[src/design/rppd_pkg.sv]
package rppd_pkg;

    localparam int NUM_CHANNELS_DEF = 8;
    localparam int TIMER_BITS_DEF   = 16;

    localparam int STAMP_W = 16;
    localparam int CHAN_W  = 4;
    localparam int SLOT_W  = CHAN_W + 1;

    localparam logic [STAMP_W-1:0] SYNC_RESET = 16'd4000;

    // one edge request as held in the input register
    typedef struct packed {
        logic [STAMP_W-1:0] stamp;
        logic               rising;
    } edge_t;

    // one decoded channel pulse
    typedef struct packed {
        logic [CHAN_W-1:0]  channel;
        logic [STAMP_W-1:0] width;
        logic               frame_last;
    } result_t;

endpackage

[src/design/rppd_in_stage.sv]
module rppd_in_stage
    import rppd_pkg::*;
(
    input  logic               clk,
    input  logic               rst_n,
    input  logic               s_tvalid,
    output logic               s_tready,
    input  logic [STAMP_W-1:0] s_tdata,
    input  logic               s_tuser,
    input  logic               take,
    output logic               item_valid,
    output edge_t              item
);

    logic  valid_reg;
    logic  valid_next;
    edge_t item_reg;
    logic  load;

    // the register frees up in the same cycle its request moves on
    assign s_tready   = !valid_reg || take;
    assign load       = s_tvalid && s_tready;
    assign valid_next = load || (valid_reg && !take);

    always_ff @(posedge clk or negedge rst_n)
    begin
        if (!rst_n)
        begin
            valid_reg <= 1'b0;
        end
        else
        begin
            valid_reg <= valid_next;
        end
    end

    always_ff @(posedge clk)
    begin
        if (load)
        begin
            item_reg.stamp  <= s_tdata;
            item_reg.rising <= s_tuser;
        end
    end

    assign item_valid = valid_reg;
    assign item       = item_reg;

endmodule

[src/design/rppd_decode.sv]
module rppd_decode
    import rppd_pkg::*;
#(
    parameter int NUM_CHANNELS = NUM_CHANNELS_DEF,
    parameter int TIMER_BITS   = TIMER_BITS_DEF
)
(
    input  logic               clk,
    input  logic               rst_n,
    input  logic               cfg_we,
    input  logic [STAMP_W-1:0] cfg_wdata,
    input  logic               item_valid,
    input  edge_t              item,
    output logic               take,
    output logic               res_valid,
    output result_t            res,
    input  logic               res_ready
);

    localparam int CMP_BITS = (TIMER_BITS > STAMP_W) ? TIMER_BITS : STAMP_W;
    localparam logic [SLOT_W-1:0] LAST_SLOT = SLOT_W'(NUM_CHANNELS);

    logic [STAMP_W-1:0]    threshold_reg;
    logic                  expect_rising_reg;
    logic                  expect_rising_next;
    logic [TIMER_BITS-1:0] rise_stamp_reg;
    logic [TIMER_BITS-1:0] rise_stamp_next;
    logic [CHAN_W-1:0]     slot_count_reg;
    logic [CHAN_W-1:0]     slot_count_next;
    logic                  out_valid_reg;
    logic                  out_valid_next;
    result_t               out_reg;

    logic [TIMER_BITS-1:0] stamp;
    logic [TIMER_BITS-1:0] pulse_width;
    logic [SLOT_W-1:0]     slot;
    logic                  emit;

    assign take  = item_valid && (!out_valid_reg || res_ready);
    assign stamp = TIMER_BITS'(item.stamp);
    // modulo the timer width, so a pulse across a timer wrap still measures right
    assign pulse_width = stamp - rise_stamp_reg;
    assign slot        = SLOT_W'(slot_count_reg) + SLOT_W'(1);

    always_comb
    begin
        expect_rising_next = expect_rising_reg;
        rise_stamp_next    = rise_stamp_reg;
        slot_count_next    = slot_count_reg;
        emit               = 1'b0;
        if (take && (item.rising == expect_rising_reg))
        begin
            if (item.rising)
            begin
                rise_stamp_next    = stamp;
                expect_rising_next = 1'b0;
            end
            else
            begin
                expect_rising_next = 1'b1;
                if (CMP_BITS'(pulse_width) > CMP_BITS'(threshold_reg))
                begin
                    slot_count_next = '0;
                end
                else if (slot > LAST_SLOT)
                begin
                    // slot past the last channel is dropped
                    slot_count_next = '0;
                end
                else
                begin
                    slot_count_next = slot[CHAN_W-1:0];
                    emit            = 1'b1;
                end
            end
        end
    end

    assign out_valid_next = take ? emit : (out_valid_reg && !res_ready);

    always_ff @(posedge clk or negedge rst_n)
    begin
        if (!rst_n)
        begin
            threshold_reg     <= SYNC_RESET;
            expect_rising_reg <= 1'b1;
            rise_stamp_reg    <= '0;
            slot_count_reg    <= '0;
            out_valid_reg     <= 1'b0;
        end
        else
        begin
            if (cfg_we)
            begin
                threshold_reg <= cfg_wdata;
            end
            expect_rising_reg <= expect_rising_next;
            rise_stamp_reg    <= rise_stamp_next;
            slot_count_reg    <= slot_count_next;
            out_valid_reg     <= out_valid_next;
        end
    end

    always_ff @(posedge clk)
    begin
        if (emit)
        begin
            out_reg.channel    <= slot[CHAN_W-1:0];
            out_reg.width      <= STAMP_W'(pulse_width);
            out_reg.frame_last <= (slot == LAST_SLOT);
        end
    end

    assign res_valid = out_valid_reg;
    assign res       = out_reg;

endmodule

[src/design/rc_ppm_pulse_width_decoder_core.sv]
// RC PPM decoder: each input request is one edge of the PPM pin with its 16-bit
// timer stamp (s_tuser high for rising). Edges must alternate; an edge of the
// unexpected polarity is dropped. A falling edge measures the high width modulo
// 2^TIMER_BITS; a width above the sync threshold (cfg_wdata, reset 4000 ticks)
// restarts the frame, otherwise the pulse goes out as the next channel 1 to
// NUM_CHANNELS, with m_tlast on the last one; a pulse beyond the last channel
// is dropped. One edge is taken per clock while the result is not stalled.
// An edge is held in the input register, and its result is loaded into the
// result register when the edge is taken; m_tvalid shows it from there until
// it is taken. A stalled result holds the edge behind it in the input
// register.
module rc_ppm_pulse_width_decoder_core
    import rppd_pkg::*;
#(
    parameter int NUM_CHANNELS = NUM_CHANNELS_DEF,
    parameter int TIMER_BITS   = TIMER_BITS_DEF
)
(
    input  logic               clk,
    input  logic               rst_n,
    input  logic               cfg_we,
    input  logic [STAMP_W-1:0] cfg_wdata,   // sync_threshold
    input  logic               s_tvalid,
    output logic               s_tready,
    input  logic [STAMP_W-1:0] s_tdata,     // [15:0] timestamp
    input  logic               s_tuser,     // [0] rising
    output logic               m_tvalid,
    input  logic               m_tready,
    output logic [STAMP_W-1:0] m_tdata,     // [15:0] width
    output logic [CHAN_W-1:0]  m_tuser,     // [3:0] channel
    output logic               m_tlast      // frame_last
);

    logic    item_valid;
    edge_t   item;
    logic    take;
    result_t res;

    rppd_in_stage u_in_stage (
        .clk        (clk),
        .rst_n      (rst_n),
        .s_tvalid   (s_tvalid),
        .s_tready   (s_tready),
        .s_tdata    (s_tdata),
        .s_tuser    (s_tuser),
        .take       (take),
        .item_valid (item_valid),
        .item       (item)
    );

    rppd_decode #(
        .NUM_CHANNELS (NUM_CHANNELS),
        .TIMER_BITS   (TIMER_BITS)
    ) u_decode (
        .clk        (clk),
        .rst_n      (rst_n),
        .cfg_we     (cfg_we),
        .cfg_wdata  (cfg_wdata),
        .item_valid (item_valid),
        .item       (item),
        .take       (take),
        .res_valid  (m_tvalid),
        .res        (res),
        .res_ready  (m_tready)
    );

    assign m_tdata = res.width;
    assign m_tuser = res.channel;
    assign m_tlast = res.frame_last;

endmodule

[config.mk]
export PLATFORM = sky130hd
export DESIGN_NAME = rc_ppm_pulse_width_decoder_core
export DESIGN_NICKNAME = d
export VERILOG_FILES = /design/src/design/rppd_pkg.sv /design/src/design/rppd_in_stage.sv /design/src/design/rppd_decode.sv /design/src/design/rc_ppm_pulse_width_decoder_core.sv
export SDC_FILE = /design/constraint.sdc
export NUM_CORES = 1
export LEC_CHECK = 0
export BUFFER_PORTS_ARGS = -buffer_cell sky130_fd_sc_hd__buf_2
export CAP_MARGIN = 20
export CORE_ASPECT_RATIO = 0.75
export CORE_MARGIN = 5
export CORE_UTILIZATION = 53
export CTS_BUF_LIST = sky130_fd_sc_hd__clkbuf_8
export DETAILED_ROUTE_END_ITERATION = 10
export PLACE_DENSITY = 0.81
export SYNTH_ARGS = -nofsm -noshare
export SYNTH_HDL_FRONTEND = slang
export SYNTH_SLANG_ARGS = --single-unit
[constraint.sdc]
create_clock -name clk -period 4.9 [get_ports clk]
set_input_delay 0.735 -clock clk [delete_from_list [all_inputs] [get_ports clk]]
set_output_delay 0.735 -clock clk [all_outputs]
set_load 0.01 [all_outputs]
==> run_results.csv <==
group,metric,value,unit
critical_path,path_depth,17,
timing,tns,0,ps
floorplanning,std_cell_rows,27,
flow_run,maxCapViolCount,0,
floorplanning,dieWidth,109,µm
clock_network,numClockSinks,77,
clock_network,path_clk_slew,80,ps
finish,fill_cells,592,
critical_path,cp.required,4960,ps
finish,final_common_cell,"buf_2",
critical_path,critPathBufInv,3,
critical_path,worstSetupPathType,"reg -> reg",
finish,largest_reg_flops,21,
global_route,grt_pass1_vias,2578,
clock_network,cts_max_level,3,
timing,rsz0062_at_grt,"no",
yosys,synth_fp_nets,408,
timing,setup_viol,0,
finish,drive_gt1_share,26.1,%
critical_path,cpMaxStageDelayCell,"or4_4",
global_route,grt_pass1_wl,12.4,mm
floorplanning,die_area,9180,µm²
critical_path,crit_arrival,4600,ps
route,drc,0,
route,routed-via-count,2679,
timing,layout_setup_ws,367,ps
power_and_ir_drop,ir_worst_vdd,0.000238,V
yosys,synth_seq_area_share,54.6,%
finish,fin_area,4510,µm²
global_route,grtUsageTotal,17.8,%
yosys,synth.yosys.warnings,0,
global_route,grt_start_max_net_pins,40,
critical_path,crit_chain,"inv_1 -> ha_1 -> inv_1 -> fa_1 -> a211oi_1 -> o21ai_0 -> a31oi_1 -> nor2b_1 -> o21ai_0 -> xor2_1 -> ha_1 -> nand4_2 -> or4_4 -> nor2_2 -> a31oi_4 -> nor3_2 -> buf_12",
status,status,"completed",
critical_path,worstReg2RegEnd,"u_decode.res[14]",
clock_network,cts-root-buf,"clkbuf_8",
clock_network,cts_buffers,9,
global_route,use_met2,27.4,%
placement,hpwl,5.67,mm
placement,dpl_cell_area,4310,µm²
placement,gp_congestion,0.855,
yosys,syn_area_per_cell,11.6,µm²
critical_path,critPathMaxFanout,19,
timing,timing.final.crit_share,92.5,%
clock_network,cts_buffer_depth,2,
yosys,syn_inst,336,
critical_path,r2r-start,"u_in_stage.item[1]",
critical_path,critPathLaunchType,"register",
critical_path,cpPeakStageDelay,570,ps
timing,relSlewSlack,37.0,%
clock_network,cts_resized,0,
finish,syn_to_final_growth,16.0,%
global_route,globalRouteOverflowTotal,0,
timing,tightest_slew,942,ps
route,first_pass_iters,4,
floorplanning,initial_core_util,53.8,%
yosys,ys_async_sr_fraction,50.6,%
route,antenna_left,0,
timing,finClkSkew,7.13,ps
worst_hold_path,min_from,"u_in_stage.item[0]",
route,avgRoutedWirePerCell,14.6,µm
placement,io_buffer_count,60,
power_and_ir_drop,power_leakage,2.04,nW
global_route,top_usage_layer,"met2",
clock_network,cts_tree,"yes",
timing,holdWs,481,ps
clock_network,post_cts_buffers,0,
route,wl,7.39,mm
floorplanning,die_h,84.2,µm
yosys,ys.flop_type,"edfxtp_1",
global_route,gr-usage-met3,5.61,%
route,via_per_inst,5.28,
timing,fmax,221,MHz
finish,final_cell_mix,"buf_2 (60), inv_1 (38), edfxtp_1 (38)",
global_route,antenna_found_initial,0,
floorplanning,coreArea,7230,µm²
timing,period_minus_slack,4530,ps
floorplanning,top_level_ports,61,
timing,slew_violations,0,
timing,final_hold_viol_count,0,
finish,utilization,62.4,%
critical_path,cp_top_family,"simple AND/OR/NAND/NOR gates",
critical_path,endpoint_kind,"register",
critical_path,rrSetupSlack,370,ps
clock_network,hold_buffers,0,
finish,diodes,0,
yosys,synth-edff-count,38,
finish,nets,473,
worst_hold_path,hp-class,"reg -> reg",
yosys,synth_cell_type_count,47,
route,drt_iter0_drc,197,
yosys,syn_area,3890,µm²
power_and_ir_drop,power_density,613,nW/µm²
critical_path,cp-endpoint,"u_decode.res[14]",
critical_path,cp-startpoint,"u_in_stage.item[1]",
yosys,ys_ff_latch,77,
clock_network,insertion_delay,350,ps
critical_path,worstRegToRegCells,17,
placement,pre_cts_ws,425,ps
global_route,grtUsageMet1,23.6,%
-- layer usage --
layer | routed length, µm | share of wire [%]
met1 | 3470 | 47
met2 | 3340 | 45
met3 | 448 | 6.1
met4 | 130 | 1.8
met5 | 0 | 0
-- cells in the mapped netlist, drive strengths merged, types with 4 or more instances --
cell | count | area share, %
a21oi | 12 | 1.5
mux2 | 16 | 4.6
nor3 | 4 | 0.64
nor2b | 5 | 0.80
a21o | 6 | 1.2
a22o | 4 | 0.90
dfrtp | 32 | 21
xnor2 | 7 | 1.6
clkbuf | 7 | 0.68
dfstp | 7 | 4.7
o21ai | 29 | 3.7
inv | 37 | 3.6
o211ai | 4 | 0.77
nand2 | 29 | 2.8
a31oi | 4 | 1.0
nor2 | 13 | 1.3
xor2 | 6 | 1.4
nand2b | 5 | 0.80
nand4 | 4 | 0.80
ha | 33 | 11
edfxtp | 38 | 29
-- layout make-up --
class                      instances  area [µm²]  area share, %
sequential                        77        2130           47.1
multi-input combinational        215        1600           35.5
timing repair buffer              61         320           7.10
clock buffer                      11         151           3.35
inverter                          37         139           3.08
tap                              101         126           2.80
clock inverter                     5        50.0           1.11
-- cell families (layout without fill, tap and decap cells) --
kind of cell | after synthesis | after routing | synth area share [%]
AND/OR/NAND/NOR | 79 | 79 | 10.5
flip-flops | 77 | 77 | 54.6
AO/OA/AOI/OAI | 73 | 73 | 12.0
buffers and inverters | 44 | 114 | 4.24
adder cells (fa/ha/maj) | 34 | 34 | 11.1
multiplexers | 16 | 16 | 4.63
XOR/XNOR | 13 | 13 | 2.93
-- through the flow --
stage | total power (W) | cells
global route | 0.00302 | 507
global placement | 0.00222 | 491
CTS | 0.00278 | 507
detailed placement | 0.00229 | 491
finish | 0.00277 | 507
floorplan | 0.00196 | 336
-- report_power, final --
part	leakage (nW)	switching [W]	total (W)	internal [W]
logic	1.11	0.000735	0.00130	0.000568
registers	0.821	0.0000769	0.000980	0.000903
clock network	0.111	0.000224	0.000483	0.000260
total	2.04	0.00104	0.00277	0.00173
-- worst min path at each step --
stage / depth (start not counted) / endpoint / slack, ps
6_report: 1 / u_decode.expect_rising_reg / 480
5_1_grt: 1 / u_decode.expect_rising_reg / 500
4_1_cts: 1 / u_decode.expect_rising_reg / 480
3_5_place_dp: 1 / u_decode.expect_rising_reg / 490
3_3_place_gp: 1 / u_decode.expect_rising_reg / 440
2_1_floorplan: 1 / u_decode.expect_rising_reg / 420
Note: power is estimated with default switching activity, not from simulation.
